`src/tcbp_pkg.sv`:
```
package tcbp_pkg;

  localparam int unsigned LINE_BYTES = 20;
  localparam int unsigned ADDR_W     = $clog2(LINE_BYTES);
  localparam int unsigned CNT_W      = $clog2(LINE_BYTES + 2);

  localparam int unsigned MSG_LEN = 15;
  localparam int unsigned POS_W   = $clog2(MSG_LEN + 1);

  localparam int unsigned LVL_W = 7;
  localparam int unsigned MAG_W = 10;
  localparam int unsigned PWM_W = 14;

  localparam logic [LVL_W-1:0] LEVEL_MAX = 7'd100;
  localparam logic [MAG_W-1:0] MAG_CAP   = 10'd1000;
  localparam logic [PWM_W-1:0] PWM_MAX   = 14'd10000;

  localparam logic [7:0] CH_NUL   = 8'h00;
  localparam logic [7:0] CH_TAB   = 8'h09;
  localparam logic [7:0] CH_LF    = 8'h0A;
  localparam logic [7:0] CH_CR    = 8'h0D;
  localparam logic [7:0] CH_SP    = 8'h20;
  localparam logic [7:0] CH_PLUS  = 8'h2B;
  localparam logic [7:0] CH_MINUS = 8'h2D;
  localparam logic [7:0] CH_0     = 8'h30;
  localparam logic [7:0] CH_9     = 8'h39;

  localparam int unsigned TXT_W = MSG_LEN * 8;

  localparam logic [TXT_W-1:0] TXT_GET      = "GET";
  localparam int unsigned      TXT_GET_LEN  = 3;
  localparam logic [TXT_W-1:0] TXT_SET      = "SET";
  localparam int unsigned      TXT_SET_LEN  = 3;
  localparam logic [TXT_W-1:0] TXT_GTAIL    = " B1\r\n";
  localparam int unsigned      TXT_GTAIL_LEN = 5;
  localparam logic [TXT_W-1:0] TXT_STAIL    = " B1 ";
  localparam int unsigned      TXT_STAIL_LEN = 4;
  localparam logic [TXT_W-1:0] TXT_ECHO     = "B1 ";
  localparam int unsigned      TXT_ECHO_LEN = 3;
  localparam logic [TXT_W-1:0] TXT_ILLEGAL  = "ILLEGAL VALUE\r\n";
  localparam logic [TXT_W-1:0] TXT_UNIMPL   = "UNIMPLEMENTED\r\n";

  typedef enum logic [1:0] {
    REPLY_NONE    = 2'd0,
    REPLY_ECHO    = 2'd1,
    REPLY_ILLEGAL = 2'd2,
    REPLY_UNIMPL  = 2'd3
  } reply_kind_e;

  typedef struct packed {
    logic             done;
    reply_kind_e      kind;
    logic             lvl_we;
    logic [LVL_W-1:0] lvl;
  } scan_res_t;

  // k-th character of a text of n characters, first character in the upper bits
  function automatic logic [7:0] txt_pick(input logic [TXT_W-1:0] txt,
                                          input int unsigned n,
                                          input int unsigned k);
    return txt[(n - 1 - k) * 8 +: 8];
  endfunction

  function automatic logic is_space(input logic [7:0] c);
    return c inside {[CH_TAB:CH_CR], CH_SP};
  endfunction

  function automatic logic is_digit(input logic [7:0] c);
    return c inside {[CH_0:CH_9]};
  endfunction

endpackage

```
`src/tcbp_if.sv`:
```
interface tcbp_rx_if;
  logic       valid;
  logic       ready;
  logic [7:0] rx_byte;

  modport source (output valid, output rx_byte, input ready);
  modport sink   (input valid, input rx_byte, output ready);
endinterface

interface tcbp_tx_if;
  import tcbp_pkg::*;

  logic             valid;
  logic             ready;
  logic [7:0]       tx_byte;
  logic             last;
  logic [PWM_W-1:0] pwm_compare;

  modport source (output valid, output tx_byte, output last, output pwm_compare, input ready);
  modport sink   (input valid, input tx_byte, input last, input pwm_compare, output ready);
endinterface

```
`src/tcbp_ram.sv`:
```
module tcbp_ram #(
  parameter int unsigned WIDTH = 8,
  parameter int unsigned DEPTH = 20
) (
  input  logic                     clk_i,
  input  logic                     we_i,
  input  logic [$clog2(DEPTH)-1:0] waddr_i,
  input  logic [WIDTH-1:0]         wdata_i,
  input  logic [$clog2(DEPTH)-1:0] raddr_i,
  output logic [WIDTH-1:0]         rdata_o
);

  logic [WIDTH-1:0] mem_q [DEPTH];
  logic [WIDTH-1:0] rdata_q;

  always_ff @(posedge clk_i) begin
    if (we_i) begin
      mem_q[waddr_i] <= wdata_i;
    end
    rdata_q <= mem_q[raddr_i];
  end

  assign rdata_o = rdata_q;

endmodule

```
`src/tcbp_scan.sv`:
```
module tcbp_scan (
  input  logic                     clk_i,
  input  logic                     rst_ni,
  input  logic                     start_i,
  input  logic [tcbp_pkg::CNT_W-1:0]  len_i,
  output logic [tcbp_pkg::ADDR_W-1:0] rd_addr_o,
  input  logic [7:0]               rd_data_i,
  output tcbp_pkg::scan_res_t      res_o
);
  import tcbp_pkg::*;

  typedef enum logic [6:0] {
    S_IDLE  = 7'b0000001,
    S_PRIME = 7'b0000010,
    S_CMD   = 7'b0000100,
    S_GET   = 7'b0001000,
    S_SET   = 7'b0010000,
    S_SKIP  = 7'b0100000,
    S_DIGIT = 7'b1000000
  } scan_state_e;

  scan_state_e      state_q, state_d;
  logic [CNT_W-1:0] pos_q, pos_d;
  logic [CNT_W-1:0] len_q, len_d;
  logic             get_ok_q, get_ok_d;
  logic             set_ok_q, set_ok_d;
  logic             neg_q, neg_d;
  logic             nd_q, nd_d;
  logic [MAG_W-1:0] mag_q, mag_d;
  scan_res_t        res_q, res_d;

  logic [CNT_W-1:0] cur;
  logic [7:0]       c;
  logic             fin;
  logic [3:0]       dig;
  logic [MAG_W+3:0] mag_acc;
  logic [MAG_W-1:0] mag_sat;
  logic             get_m;
  logic             set_m;

  assign c   = rd_data_i;
  assign cur = pos_q - CNT_W'(1);
  assign fin = (cur == len_q) || (c == CH_NUL);
  assign dig = 4'(c - CH_0);

  // one decimal step of the shared accumulator, saturating
  assign mag_acc = ({4'b0, mag_q} << 3) + ({4'b0, mag_q} << 1) + {MAG_W'(0), dig};
  assign mag_sat = (mag_acc > (MAG_W + 4)'(MAG_CAP)) ? MAG_CAP : mag_acc[MAG_W-1:0];

  assign rd_addr_o = (pos_q < CNT_W'(LINE_BYTES)) ? pos_q[ADDR_W-1:0] : '0;

  always_comb begin
    state_d  = state_q;
    pos_d    = pos_q;
    len_d    = len_q;
    get_ok_d = get_ok_q;
    set_ok_d = set_ok_q;
    neg_d    = neg_q;
    nd_d     = nd_q;
    mag_d    = mag_q;
    res_d    = res_q;
    res_d.done   = 1'b0;
    res_d.lvl_we = 1'b0;
    get_m = 1'b0;
    set_m = 1'b0;

    case (state_q)
      S_IDLE: begin
        if (start_i) begin
          len_d    = len_i;
          pos_d    = '0;
          get_ok_d = 1'b1;
          set_ok_d = 1'b1;
          neg_d    = 1'b0;
          nd_d     = 1'b0;
          mag_d    = '0;
          state_d  = S_PRIME;
        end
      end
      S_PRIME: begin
        pos_d   = pos_q + CNT_W'(1);
        state_d = S_CMD;
      end
      S_CMD: begin
        pos_d = pos_q + CNT_W'(1);
        get_m = get_ok_q && (c == txt_pick(TXT_GET, TXT_GET_LEN, int'(cur)));
        set_m = set_ok_q && (c == txt_pick(TXT_SET, TXT_SET_LEN, int'(cur)));
        if (fin) begin
          res_d.done = 1'b1;
          res_d.kind = REPLY_UNIMPL;
          state_d    = S_IDLE;
        end else if (cur == CNT_W'(TXT_GET_LEN - 1)) begin
          if (get_m) begin
            state_d = S_GET;
          end else if (set_m) begin
            state_d = S_SET;
          end else begin
            res_d.done = 1'b1;
            res_d.kind = REPLY_UNIMPL;
            state_d    = S_IDLE;
          end
        end else begin
          get_ok_d = get_m;
          set_ok_d = set_m;
        end
      end
      S_GET: begin
        pos_d = pos_q + CNT_W'(1);
        if (fin) begin
          res_d.done = 1'b1;
          res_d.kind = ((cur == CNT_W'(6)) || (cur == CNT_W'(8))) ? REPLY_ECHO : REPLY_NONE;
          state_d    = S_IDLE;
        end else if ((cur == CNT_W'(8)) ||
                     (c != txt_pick(TXT_GTAIL, TXT_GTAIL_LEN, int'(cur) - 3))) begin
          res_d.done = 1'b1;
          res_d.kind = REPLY_NONE;
          state_d    = S_IDLE;
        end
      end
      S_SET: begin
        pos_d = pos_q + CNT_W'(1);
        if (fin || (c != txt_pick(TXT_STAIL, TXT_STAIL_LEN, int'(cur) - 3))) begin
          res_d.done = 1'b1;
          res_d.kind = REPLY_NONE;
          state_d    = S_IDLE;
        end else if (cur == CNT_W'(6)) begin
          state_d = S_SKIP;
        end
      end
      S_SKIP: begin
        pos_d = pos_q + CNT_W'(1);
        if (fin) begin
          res_d.done = 1'b1;
          res_d.kind = REPLY_ILLEGAL;
          state_d    = S_IDLE;
        end else if (is_space(c)) begin
          state_d = S_SKIP;
        end else if ((c == CH_PLUS) || (c == CH_MINUS)) begin
          neg_d   = (c == CH_MINUS);
          state_d = S_DIGIT;
        end else if (is_digit(c)) begin
          mag_d   = mag_sat;
          nd_d    = 1'b1;
          state_d = S_DIGIT;
        end else begin
          res_d.done = 1'b1;
          res_d.kind = REPLY_ILLEGAL;
          state_d    = S_IDLE;
        end
      end
      S_DIGIT: begin
        pos_d = pos_q + CNT_W'(1);
        if (!fin && is_digit(c)) begin
          mag_d = mag_sat;
          nd_d  = 1'b1;
        end else begin
          res_d.done = 1'b1;
          state_d    = S_IDLE;
          if (nd_q && (mag_q <= MAG_W'(LEVEL_MAX)) && (!neg_q || (mag_q == '0))) begin
            res_d.kind   = REPLY_ECHO;
            res_d.lvl_we = 1'b1;
            res_d.lvl    = mag_q[LVL_W-1:0];
          end else begin
            res_d.kind = REPLY_ILLEGAL;
          end
        end
      end
      default: begin
        state_d = S_IDLE;
      end
    endcase
  end

  always_ff @(posedge clk_i or negedge rst_ni) begin
    if (!rst_ni) begin
      state_q <= S_IDLE;
      res_q   <= '0;
    end else begin
      state_q <= state_d;
      res_q   <= res_d;
    end
  end

  always_ff @(posedge clk_i) begin
    pos_q      <= pos_d;
    len_q      <= len_d;
    get_ok_q   <= get_ok_d;
    set_ok_q   <= set_ok_d;
    neg_q      <= neg_d;
    nd_q       <= nd_d;
    mag_q      <= mag_d;
  end

  assign res_o = res_q;

endmodule

```
`src/tcbp_reply.sv`:
```
module tcbp_reply (
  input  logic                clk_i,
  input  logic                rst_ni,
  input  tcbp_pkg::scan_res_t res_i,
  output logic                done_o,
  tcbp_tx_if.source           tx_o
);
  import tcbp_pkg::*;

  typedef enum logic [2:0] {
    R_IDLE = 3'b001,
    R_PREP = 3'b010,
    R_EMIT = 3'b100
  } reply_state_e;

  reply_state_e     state_q, state_d;
  logic [LVL_W-1:0] lvl_q, lvl_d;
  reply_kind_e      kind_q, kind_d;
  logic             valid_q, valid_d;
  logic [POS_W-1:0] k_q, k_d;
  logic [POS_W-1:0] n_q, n_d;
  logic [PWM_W-1:0] pwm_q, pwm_d;
  logic [3:0]       hun_q, hun_d;
  logic [3:0]       ten_q, ten_d;
  logic [3:0]       one_q, one_d;
  logic [1:0]       nd_q, nd_d;

  logic [LVL_W+7:0] recip;
  logic [3:0]       quo;
  logic [LVL_W-1:0] quo10;
  logic             is_last;
  logic [7:0]       byte_out;
  logic [POS_W-1:0] j;
  logic [POS_W-1:0] r;

  // divide by ten: multiply by 205 and drop eleven bits, exact below 128
  assign recip = {8'b0, lvl_q} * (LVL_W + 8)'(205);
  assign quo   = recip[LVL_W+7:11];
  assign quo10 = ({3'b0, quo} << 3) + ({3'b0, quo} << 1);

  assign is_last = (k_q == n_q - POS_W'(1));

  always_comb begin
    j        = k_q - POS_W'(TXT_ECHO_LEN);
    r        = POS_W'(nd_q) - POS_W'(1) - j;
    byte_out = CH_NUL;
    case (kind_q)
      REPLY_ECHO: begin
        if (k_q < POS_W'(TXT_ECHO_LEN)) begin
          byte_out = txt_pick(TXT_ECHO, TXT_ECHO_LEN, int'(k_q));
        end else if (j < POS_W'(nd_q)) begin
          case (r)
            POS_W'(0): byte_out = CH_0 + {4'b0, one_q};
            POS_W'(1): byte_out = CH_0 + {4'b0, ten_q};
            default:   byte_out = CH_0 + {4'b0, hun_q};
          endcase
        end else if (j == POS_W'(nd_q)) begin
          byte_out = CH_CR;
        end else begin
          byte_out = CH_LF;
        end
      end
      REPLY_ILLEGAL: byte_out = txt_pick(TXT_ILLEGAL, MSG_LEN, int'(k_q));
      REPLY_UNIMPL:  byte_out = txt_pick(TXT_UNIMPL, MSG_LEN, int'(k_q));
      default:       byte_out = CH_NUL;
    endcase
  end

  always_comb begin
    state_d = state_q;
    lvl_d   = lvl_q;
    kind_d  = kind_q;
    valid_d = valid_q;
    k_d     = k_q;
    n_d     = n_q;
    pwm_d   = pwm_q;
    hun_d   = hun_q;
    ten_d   = ten_q;
    one_d   = one_q;
    nd_d    = nd_q;
    done_o  = 1'b0;

    case (state_q)
      R_IDLE: begin
        if (res_i.done) begin
          if (res_i.lvl_we) begin
            lvl_d = res_i.lvl;
          end
          kind_d = res_i.kind;
          if (res_i.kind == REPLY_NONE) begin
            done_o = 1'b1;
          end else begin
            state_d = R_PREP;
          end
        end
      end
      R_PREP: begin
        pwm_d = PWM_W'(lvl_q) * PWM_W'(lvl_q);
        if (lvl_q >= LEVEL_MAX) begin
          hun_d = 4'd1;
          ten_d = 4'd0;
          one_d = 4'd0;
          nd_d  = 2'd3;
        end else begin
          hun_d = 4'd0;
          ten_d = quo;
          one_d = 4'(lvl_q - quo10);
          nd_d  = (quo != 4'd0) ? 2'd2 : 2'd1;
        end
        if (kind_q == REPLY_ECHO) begin
          n_d = POS_W'(TXT_ECHO_LEN + 2) + POS_W'(nd_d);
        end else begin
          n_d = POS_W'(MSG_LEN);
        end
        k_d     = '0;
        valid_d = 1'b1;
        state_d = R_EMIT;
      end
      R_EMIT: begin
        if (tx_o.ready) begin
          if (is_last) begin
            valid_d = 1'b0;
            done_o  = 1'b1;
            state_d = R_IDLE;
          end else begin
            k_d = k_q + POS_W'(1);
          end
        end
      end
      default: begin
        valid_d = 1'b0;
        state_d = R_IDLE;
      end
    endcase
  end

  always_ff @(posedge clk_i or negedge rst_ni) begin
    if (!rst_ni) begin
      state_q <= R_IDLE;
      lvl_q   <= '0;
      valid_q <= 1'b0;
    end else begin
      state_q <= state_d;
      lvl_q   <= lvl_d;
      valid_q <= valid_d;
    end
  end

  always_ff @(posedge clk_i) begin
    kind_q <= kind_d;
    k_q    <= k_d;
    n_q    <= n_d;
    pwm_q  <= pwm_d;
    hun_q  <= hun_d;
    ten_q  <= ten_d;
    one_q  <= one_d;
    nd_q   <= nd_d;
  end

  assign tx_o.valid       = valid_q;
  assign tx_o.tx_byte     = byte_out;
  assign tx_o.last        = is_last;
  assign tx_o.pwm_compare = pwm_q;

endmodule

```
`src/text_command_brightness_parser_core.sv`:
```
// channel  dir  handshake      payload
// rx_i     in   valid / ready  rx_byte
// tx_o     out  valid / ready  tx_byte, last, pwm_compare
//
// a byte inside a line is stored in the line ram and rx_i.ready stays high
// a line-ending byte drops ready: the scan reads one stored byte per cycle from the
//   line ram, then hands its registered result to the reply block, whose prep state
//   does the multiply
// each reply byte then goes out while tx_o.ready is high; a stall holds the byte
// reset clears fill count, brightness and control; the line ram is not cleared
module text_command_brightness_parser_core (
  input  logic      clk_i,
  input  logic      rst_ni,
  tcbp_rx_if.sink   rx_i,
  tcbp_tx_if.source tx_o
);
  import tcbp_pkg::*;

  logic [CNT_W-1:0]  fill_q, fill_d;
  logic              cr_q, cr_d;
  logic              busy_q, busy_d;
  logic              acc;
  logic              line_end;
  logic [CNT_W-1:0]  fill_inc;
  logic [ADDR_W-1:0] rd_addr;
  logic [7:0]        rd_data;
  scan_res_t         res;
  logic              reply_done;

  assign rx_i.ready = !busy_q;
  assign acc        = rx_i.valid && !busy_q;
  assign fill_inc   = fill_q + CNT_W'(1);
  assign line_end   = ((rx_i.rx_byte == CH_LF) && cr_q) || (fill_inc == CNT_W'(LINE_BYTES));

  always_comb begin
    fill_d = fill_q;
    cr_d   = cr_q;
    busy_d = busy_q;
    if (acc) begin
      if (line_end) begin
        fill_d = '0;
        cr_d   = 1'b0;
        busy_d = 1'b1;
      end else begin
        fill_d = fill_inc;
        cr_d   = (rx_i.rx_byte == CH_CR);
      end
    end else if (reply_done) begin
      busy_d = 1'b0;
    end
  end

  always_ff @(posedge clk_i or negedge rst_ni) begin
    if (!rst_ni) begin
      fill_q <= '0;
      cr_q   <= 1'b0;
      busy_q <= 1'b0;
    end else begin
      fill_q <= fill_d;
      cr_q   <= cr_d;
      busy_q <= busy_d;
    end
  end

  tcbp_ram #(
    .WIDTH (8),
    .DEPTH (LINE_BYTES)
  ) u_line_ram (
    .clk_i   (clk_i),
    .we_i    (acc),
    .waddr_i (fill_q[ADDR_W-1:0]),
    .wdata_i (rx_i.rx_byte),
    .raddr_i (rd_addr),
    .rdata_o (rd_data)
  );

  tcbp_scan u_scan (
    .clk_i     (clk_i),
    .rst_ni    (rst_ni),
    .start_i   (acc && line_end),
    .len_i     (fill_inc),
    .rd_addr_o (rd_addr),
    .rd_data_i (rd_data),
    .res_o     (res)
  );

  tcbp_reply u_reply (
    .clk_i  (clk_i),
    .rst_ni (rst_ni),
    .res_i  (res),
    .done_o (reply_done),
    .tx_o   (tx_o)
  );

endmodule

```
`src/flat_wrapper.sv`:
```
// flat-port wrapper written by rule: the top's interface ports become plain ports
module text_command_brightness_parser_core_flat import tcbp_pkg::*;
  (clk_i, rst_ni, rx_i_valid, rx_i_rx_byte, rx_i_ready, tx_o_valid, tx_o_tx_byte, tx_o_last, tx_o_pwm_compare, tx_o_ready);
  tcbp_rx_if rx_i_i ();
  tcbp_tx_if tx_o_i ();
  input  logic clk_i;
  input  logic rst_ni;
  input wire logic [$bits(rx_i_i.valid)-1:0] rx_i_valid;
  input wire logic [$bits(rx_i_i.rx_byte)-1:0] rx_i_rx_byte;
  output wire logic [$bits(rx_i_i.ready)-1:0] rx_i_ready;
  output wire logic [$bits(tx_o_i.valid)-1:0] tx_o_valid;
  output wire logic [$bits(tx_o_i.tx_byte)-1:0] tx_o_tx_byte;
  output wire logic [$bits(tx_o_i.last)-1:0] tx_o_last;
  output wire logic [$bits(tx_o_i.pwm_compare)-1:0] tx_o_pwm_compare;
  input wire logic [$bits(tx_o_i.ready)-1:0] tx_o_ready;
  assign rx_i_i.valid = rx_i_valid;
  assign rx_i_i.rx_byte = rx_i_rx_byte;
  assign rx_i_ready = rx_i_i.ready;
  assign tx_o_valid = tx_o_i.valid;
  assign tx_o_tx_byte = tx_o_i.tx_byte;
  assign tx_o_last = tx_o_i.last;
  assign tx_o_pwm_compare = tx_o_i.pwm_compare;
  assign tx_o_i.ready = tx_o_ready;
  text_command_brightness_parser_core u_core (.clk_i(clk_i), .rst_ni(rst_ni), .rx_i(rx_i_i), .tx_o(tx_o_i));
endmodule
```
`config.mk`:
```
export PLATFORM = sky130hd
export DESIGN_NAME = text_command_brightness_parser_core_flat
export DESIGN_NICKNAME = d
export VERILOG_FILES = /design/src/tcbp_pkg.sv /design/src/tcbp_if.sv /design/src/tcbp_ram.sv /design/src/tcbp_scan.sv /design/src/tcbp_reply.sv /design/src/text_command_brightness_parser_core.sv /design/src/flat_wrapper.sv
export SDC_FILE = /design/constraint.sdc
export NUM_CORES = 1
export LEC_CHECK = 0
export ABC_CLOCK_PERIOD_IN_PS = 5200
export BUFFER_PORTS_ARGS = -buffer_cell sky130_fd_sc_hd__buf_2
export CAP_MARGIN = 20
export CORE_AREA = 3 3 253 255
export CTS_CLUSTER_DIAMETER = 80
export DETAILED_ROUTE_END_ITERATION = 6
export DIE_AREA = 0 0 256 258
export PLACE_DENSITY = 0.47
export SYNTH_ARGS = -nofsm -noshare
export SYNTH_HDL_FRONTEND = slang
export SYNTH_HIERARCHICAL = 1
export SYNTH_SLANG_ARGS = --single-unit
```
`constraint.sdc`:
```
create_clock -name clk_i -period 5.2 [get_ports clk_i]
set_input_delay 0.26 -clock clk_i [delete_from_list [all_inputs] [get_ports clk_i]]
set_output_delay 0.26 -clock clk_i [all_outputs]
set_load 0.005 [all_outputs]
```
; ---- After elaboration in Yosys (flattened, before gate mapping)
; Memories as Yosys holds them, arrays and structs flattened. A register that Yosys moved wholly into a read port is not among the register bits.
; Index checks and enable logic that the tools add are counted.
[classes]
eq_ne = 55
n_mux = 93
mul = 2
order_cmp = 10
shift = 7
reduce_logical = 48
addsub = 23
bitwise = 2
[ops]
columns = operator, n
row1 = "120-bit by 33-bit variable part select with 8-bit output, first input constant", 7
row2 = 7-bit 2-to-1 mux, 13
row3 = 10-bit 2-to-1 mux, 7
row4 = 7-bit case mux with 7 select lines, 1
row5 = 3-bit 2-to-1 mux, 16
row6 = 8-bit 2-to-1 mux, 4
row7 = "2-bit inequality test, second input constant", 16
row8 = 10-bit case mux with 3 select lines, 1
row9 = "3-bit by 29-bit subtractor with 29-bit output, first input constant", 1
row10 = 1-bit 2-to-1 mux, 28
row11 = "8-bit by 6-bit == test with 1-bit output, second input constant", 3
row12 = "3-bit inequality test, second input constant", 8
row13 = 8-bit case mux with 3 select lines, 1
row14 = "6-bit by 4-bit adder with 7-bit output, first input constant", 3
row15 = 5-bit 2-to-1 mux, 4
row16 = "8-bit by 4-bit == test with 1-bit output, second input constant", 2
row17 = 8-bit == test, 2
row18 = 8-bit inequality test, 2
row19 = "7-bit by 8-bit multiplier with 15-bit output, second input constant", 1
row20 = 3-bit case mux with 5 select lines, 1
row21 = 13-bit by 11-bit adder with 14-bit output, 1
row22 = 14-bit by 4-bit adder with 14-bit output, 1
row23 = "14-bit by 10-bit greater-than comparator with 1-bit output, second input constant", 1
row24 = 7-bit by 7-bit multiplier with 14-bit output, 1
row25 = 72 further kinds, 115
[word_totals]
out_inout_bits = 25
input_bits = 12
n_memories = 1
regBits = 98
ram_bits = 160
[memory_table]
columns = name, words, word_bits, read_ports, rd_clocked_by_memory_dff, write_ports, line
row1 = u_core.u_line_ram.mem_q, 20, 8, 1, 1, 1, tcbp_ram.sv:13  ; logic [WIDTH-1:0] mem_q [DEPTH];

; ---- Logic depth before layout (Yosys ltp)
[logic_depth]
word_depth = 10
depth_mapped = 19
ltp_nobuf = 19

; ---- Modules after synthesis
; Netlist, hierarchy kept.
[by_module_without_submodules]
columns = mod, area_each_um2, cells_each, instances, seq_area_each_um2
row1 = tcbp_ram, 6482.5, 308, 1, 4964.8
row2 = tcbp_reply, 4729.5, 488, 1, 1297.5
row3 = tcbp_scan, 3804.9, 430, 1, 1172.4
row4 = text_command_brightness_parser_core, 466.7, 50, 1, 175.2

; ---- Worst setup path after synthesis
; Ideal clock, no wire load.
[synth_timing]
path_kind = reg-to-reg
startpoint = register u_core.u_reply.lvl_q[1]
endpoint = register u_core.u_reply.pwm_q[13], in the netlist u_core/u_reply/tx_o.pwm_compare[13], data pin
path_stages_with_launch = 17
arrival_ps = 4425
path_buffers = 1
setup_slack_ps = 513
t_required_ps = 4938
cell_sequence = dfrtp_1 clkbuf_1 nand2_1 fa_1 fa_1 inv_1 fa_1 inv_1 fa_1 inv_1 ha_1 o21a_1 o21a_1 and3_1 a211oi_1 a21oi_1 xor2_1
[synth_between]
elab_chain_cells = 1
[synth_rtl]
columns = element, line
row1 = "start, declared", tcbp_reply.sv:17  ; logic [LVL_W-1:0] lvl_q, lvl_d;
row2 = "start signal, assigned", tcbp_reply.sv:144  ; lvl_q <= lvl_d;
row3 = 7-bit by 7-bit multiplier with 14-bit output, tcbp_reply.sv:98  ; pwm_d = PWM_W'(lvl_q) * PWM_W'(lvl_q);
row4 = "end signal, assigned", tcbp_reply.sv:153  ; pwm_q <= pwm_d;
row5 = "end, declared", tcbp_reply.sv:22  ; logic [PWM_W-1:0] pwm_q, pwm_d;
; No other way between the ends.
; A chain may end at the register's enable or synchronous reset.

; ---- Worst setup path in the final report
[layout_timing]
startpoint = register u_core.u_reply.lvl_q[3]
endpoint = register u_core.u_reply.pwm_q[13], in the netlist u_core/u_reply/tx_o.pwm_compare[13], data pin
; Same word-level chain as after synthesis.

==> summary.md <==
| Metric | Value |
|---|---|
| Power Dens Cells | 393 nW/µm² |
| Routed WL | about 35,000 µm |
| Max-slew violations | 0 |
| Main synth FF type | edfxtp_1 |
| Initial drt markers | 563 |
| DP Worst Slack | 0.516 ns |
| CP arrival | roughly 4.9 ns |
| Post-synthesis cell area | 15,500 µm² |
| Area growth syn-to-layout | 12.8% |
| Hold Vio Cnt, Final | 0 |
| # rows | 91 |
| Peak Freq | 0.217 GHz |
| Crit path launch type | flip-flop |
| Final min period | 4.62 ns |
| Final setup fails | 0 |
| Largest fanout on the critical path | 9 |
| First-pass iteration count of the detailed router | 5 |
| Async SR Flop Fraction | 0.137 |
| Die ar. | 66,000 µm² |
| Seq/Total Area, Yosys | 0.491 |
| Share of Yosys cell area claimed by the top area cell type | 0.423 |
| Largest net degree at the start of global routing | 37 |
| P_leak | 6.75 nW |
| Buffers on Ports | 34 |
| Status | completed |
| Post-CTS Setup Inserts | 0 |
| CTS sink count | approximately 260 |
| Worst Max-Slew Pin Slew | 0.986 ns |
| Initial antenna violation count | 0 |
| Vias per cell | between 4 and 5 |
| Post-synth cell types | 103 |
| Vias in the first global route | 10.2k |
| Final WS setup | 0.582 ns |
| Worst hold margin | 0.0593 ns |
| Clock buffer depth | 3 |
| Max-slew headroom | 0.340 |
| Antenna diodes | 0 |
| Worst skew pair latency | just under 0.6 ns |
| I/O pins | 37 |
| Via count | 9,908 |
| Biggest area consumer among synthesized cells | edfxtp_1 |
| CTS tree | yes |
| Setup TNS | 0 ns |
| Layout Nets | 1,448 |
| Max-cap violation count | 0 |
| CTS root buf | clkbuf_16 |
| Global-route wire length before repair | 56,600 µm |
| Fin crit share | 0.888 |
| Clock Skews | 0.0187 ns |
| Fill cells | between 6k and 7k |
| Crit end category | flip-flop |
| Share of post-route cells with drive strength above 1 | 0.119 |
| Hpwl dp | between 20,000 and 30,000 µm |
| Path type of the worst setup path | reg -> reg |
| H-tree Lvls | 1 |
| Detail Route Antenna Nets | 0 |
| Die height | around 260 µm |
| Remaining DRCs | 0 |
| Grt total ovfl | 0 |
| RSZ-0062 raised after global routing | no |
| Post-synth EDFFs | 218 |
| Core ar. | 61,800 µm² |
| FF+latch count, synth | between 200 and 300 |
| Worst-path clk slew | 0.06 ns |
| Num CTS Buffers | 30 |
| Wire per inst | roughly 16 µm |
| Hold Path Class | in -> reg |
| YS warnings | 6 |
| Dominant cells by area after synthesis | edfxtp_1 42%, ha_1 8.6%, dfrtp_1 5.5% |
| CP required | 5.51 ns |
| Die Wd | 256 µm |
| Peak supply drop | 0.266 mV |
| GRT Util Overall | 0.105 |
| Mapped Cells | 1,276 |
| Initial Util | 0.250 |
| GPL Wtd Cong | 0.812 |
| Synthesized area per cell | ~12 µm² |
==> cell families after synthesis <==
kind of cell / synth area share
compound gates: 0.103
xor+xnor: 0.0398
fa+ha+maj: 0.119
buf+inv: 0.0449
flops: 0.491
mux: 0.0759
other cells: 0.000242
simple gates: 0.125
==> stage by stage <==
step	instances	cell area, µm²	total power, mW	util
finish	2164	17500	6.86	0.282
detailed placement	2108	16500	4.93	0.267
global route	2164	17500	7.29	0.282
CTS	2164	17500	6.94	0.282
global placement	2107	16500	4.91	0.267
floorplan	1277	15500	4.38	-
==> cells in the mapped netlist, types with 14 or more instances <==
| cell type | number |
|---|---|
| xnor2_1 | 33 |
| fa_1 | 26 |
| o211ai_1 | 14 |
| inv_1 | 98 |
| mux4_2 | 21 |
| edfxtp_1 | 218 |
| nand2_1 | 85 |
| nor3_1 | 27 |
| o21ai_0 | 44 |
| a21oi_1 | 40 |
| clkbuf_1 | 26 |
| dfrtp_1 | 34 |
| and2_1 | 15 |
| nand3_1 | 27 |
| nor2_1 | 95 |
| ha_1 | 106 |
| nor2b_1 | 15 |
| xor2_1 | 20 |
| mux2i_1 | 30 |
| nand3b_1 | 15 |
==> worst max-delay path, cell delays in order (launching register included) <==
cell and delay, ns:
dfrtp_1 0.50, fa_1 0.57, inv_1 0.05, fa_1 0.48
inv_1 0.06, fa_1 0.53, inv_1 0.06, fa_1 0.52
inv_1 0.04, ha_1 0.32, o21a_1 0.20, o21a_1 0.17
and3_1 0.18, a211oi_1 0.38, a21oi_1 0.14, xor2_1 0.16
==> state kept, by name, summed over array words and instances, names as in the netlist, 2 cells and up <==
register and cells:
u_core/u_reply/lvl_q 7, u_core/u_reply/n_q 4, u_core/fill_q 5, u_core/u_reply/k_q 4, u_core/u_scan/state_q 7, u_core/u_reply/kind_q 2
u_core/u_line_ram/rdata_o 8, u_core/u_scan/mag_q 10, u_core/u_scan/len_q 5, u_core/u_scan/res_o 11, u_core/u_reply/one_q 4, u_core/u_reply/ten_q 4
u_core/u_scan/pos_q 5, u_core/u_reply/nd_q 2, u_core/u_reply/tx_o.pwm_compare 13, u_core/u_line_ram/mem_q 160, u_core/u_reply/state_q 3
==> path summary, 6_finish.rpt <==
kind	slack, ns	cells after the start	end	startpoint
hold / removal	0.06	3	u_core/u_reply/tx_o.valid	tx_o_ready
hold reg to reg	0.47	2	u_core/u_scan/res_o[0]	u_core/u_scan/res_o[0]
max in group asynchronous	4.28	2	u_core/u_reply/lvl_q[0]	rst_ni
setup reg to reg	0.58	15	u_core/u_reply/tx_o.pwm_compare[13]	u_core/u_reply/lvl_q[3]
setup / recovery	0.58	15	u_core/u_reply/tx_o.pwm_compare[13]	u_core/u_reply/lvl_q[3]
min in group asynchronous	0.36	2	u_core/fill_q[3]	rst_ni
==> per-layer routing <==
metal  up-vias  wire [µm]  GRT usage
li1       4815          -          -
met1      4894      16500      0.138
met2       152      16700      0.179
met3        47       1300     0.0185
met4         0        790     0.0282
met5         -          0          0
==> power breakdown <==
group / internal (mW) / switching (mW) / total (mW)
Clock: 1.13 / 0.849 / 1.98
Combinational: 0.944 / 1.25 / 2.19
Sequential: 2.43 / 0.255 / 2.69
==> placed cells by master, fill, tap and decap left out, types with 9 or more instances in the layout <==
| cell | n |
|---|---|
| mux2_2 | 10 |
| nor3_1 | 27 |
| edfxtp_1 | 218 |
| o211ai_1 | 14 |
| nor4_1 | 13 |
| a221oi_1 | 9 |
| buf_4 | 15 |
| clkbuf_1 | 9 |
| o31ai_1 | 9 |
| fa_1 | 26 |
| ha_1 | 105 |
| nand2b_1 | 10 |
| xor2_1 | 20 |
| o21ai_0 | 44 |
| nand3_1 | 27 |
| inv_1 | 98 |
| xnor2_1 | 33 |
| nand2_1 | 85 |
| or3_1 | 9 |
| mux4_1 | 11 |
| a31oi_1 | 10 |
| mux4_2 | 21 |
| dfrtp_1 | 34 |
| a21oi_1 | 40 |
| nor2_1 | 95 |
| clkbuf_16 | 30 |
| buf_2 | 34 |
| o21a_1 | 9 |
| nor2b_1 | 15 |
| and2_1 | 14 |
| nand3b_1 | 15 |
| mux2i_1 | 30 |
==> layout make-up <==
class                      count  area (µm²)  area share
sequential                   262        7610       0.436
multi-input combinational    860        7190       0.412
tap                          837        1050      0.0600
clock buffer                  40         798      0.0457
inverter                      99         372      0.0213
timing repair buffer          51         320      0.0183
clock inverter                15         129     0.00738
==> what timing repair did <==
action / CTS / global route
endpoints found under the hold margin: 34 / 0
setup endpoints to repair: 0 / 0
hold buffers: 1 / 0
resized for setup: 0 / 0
(Power assumes the default switching activity.)
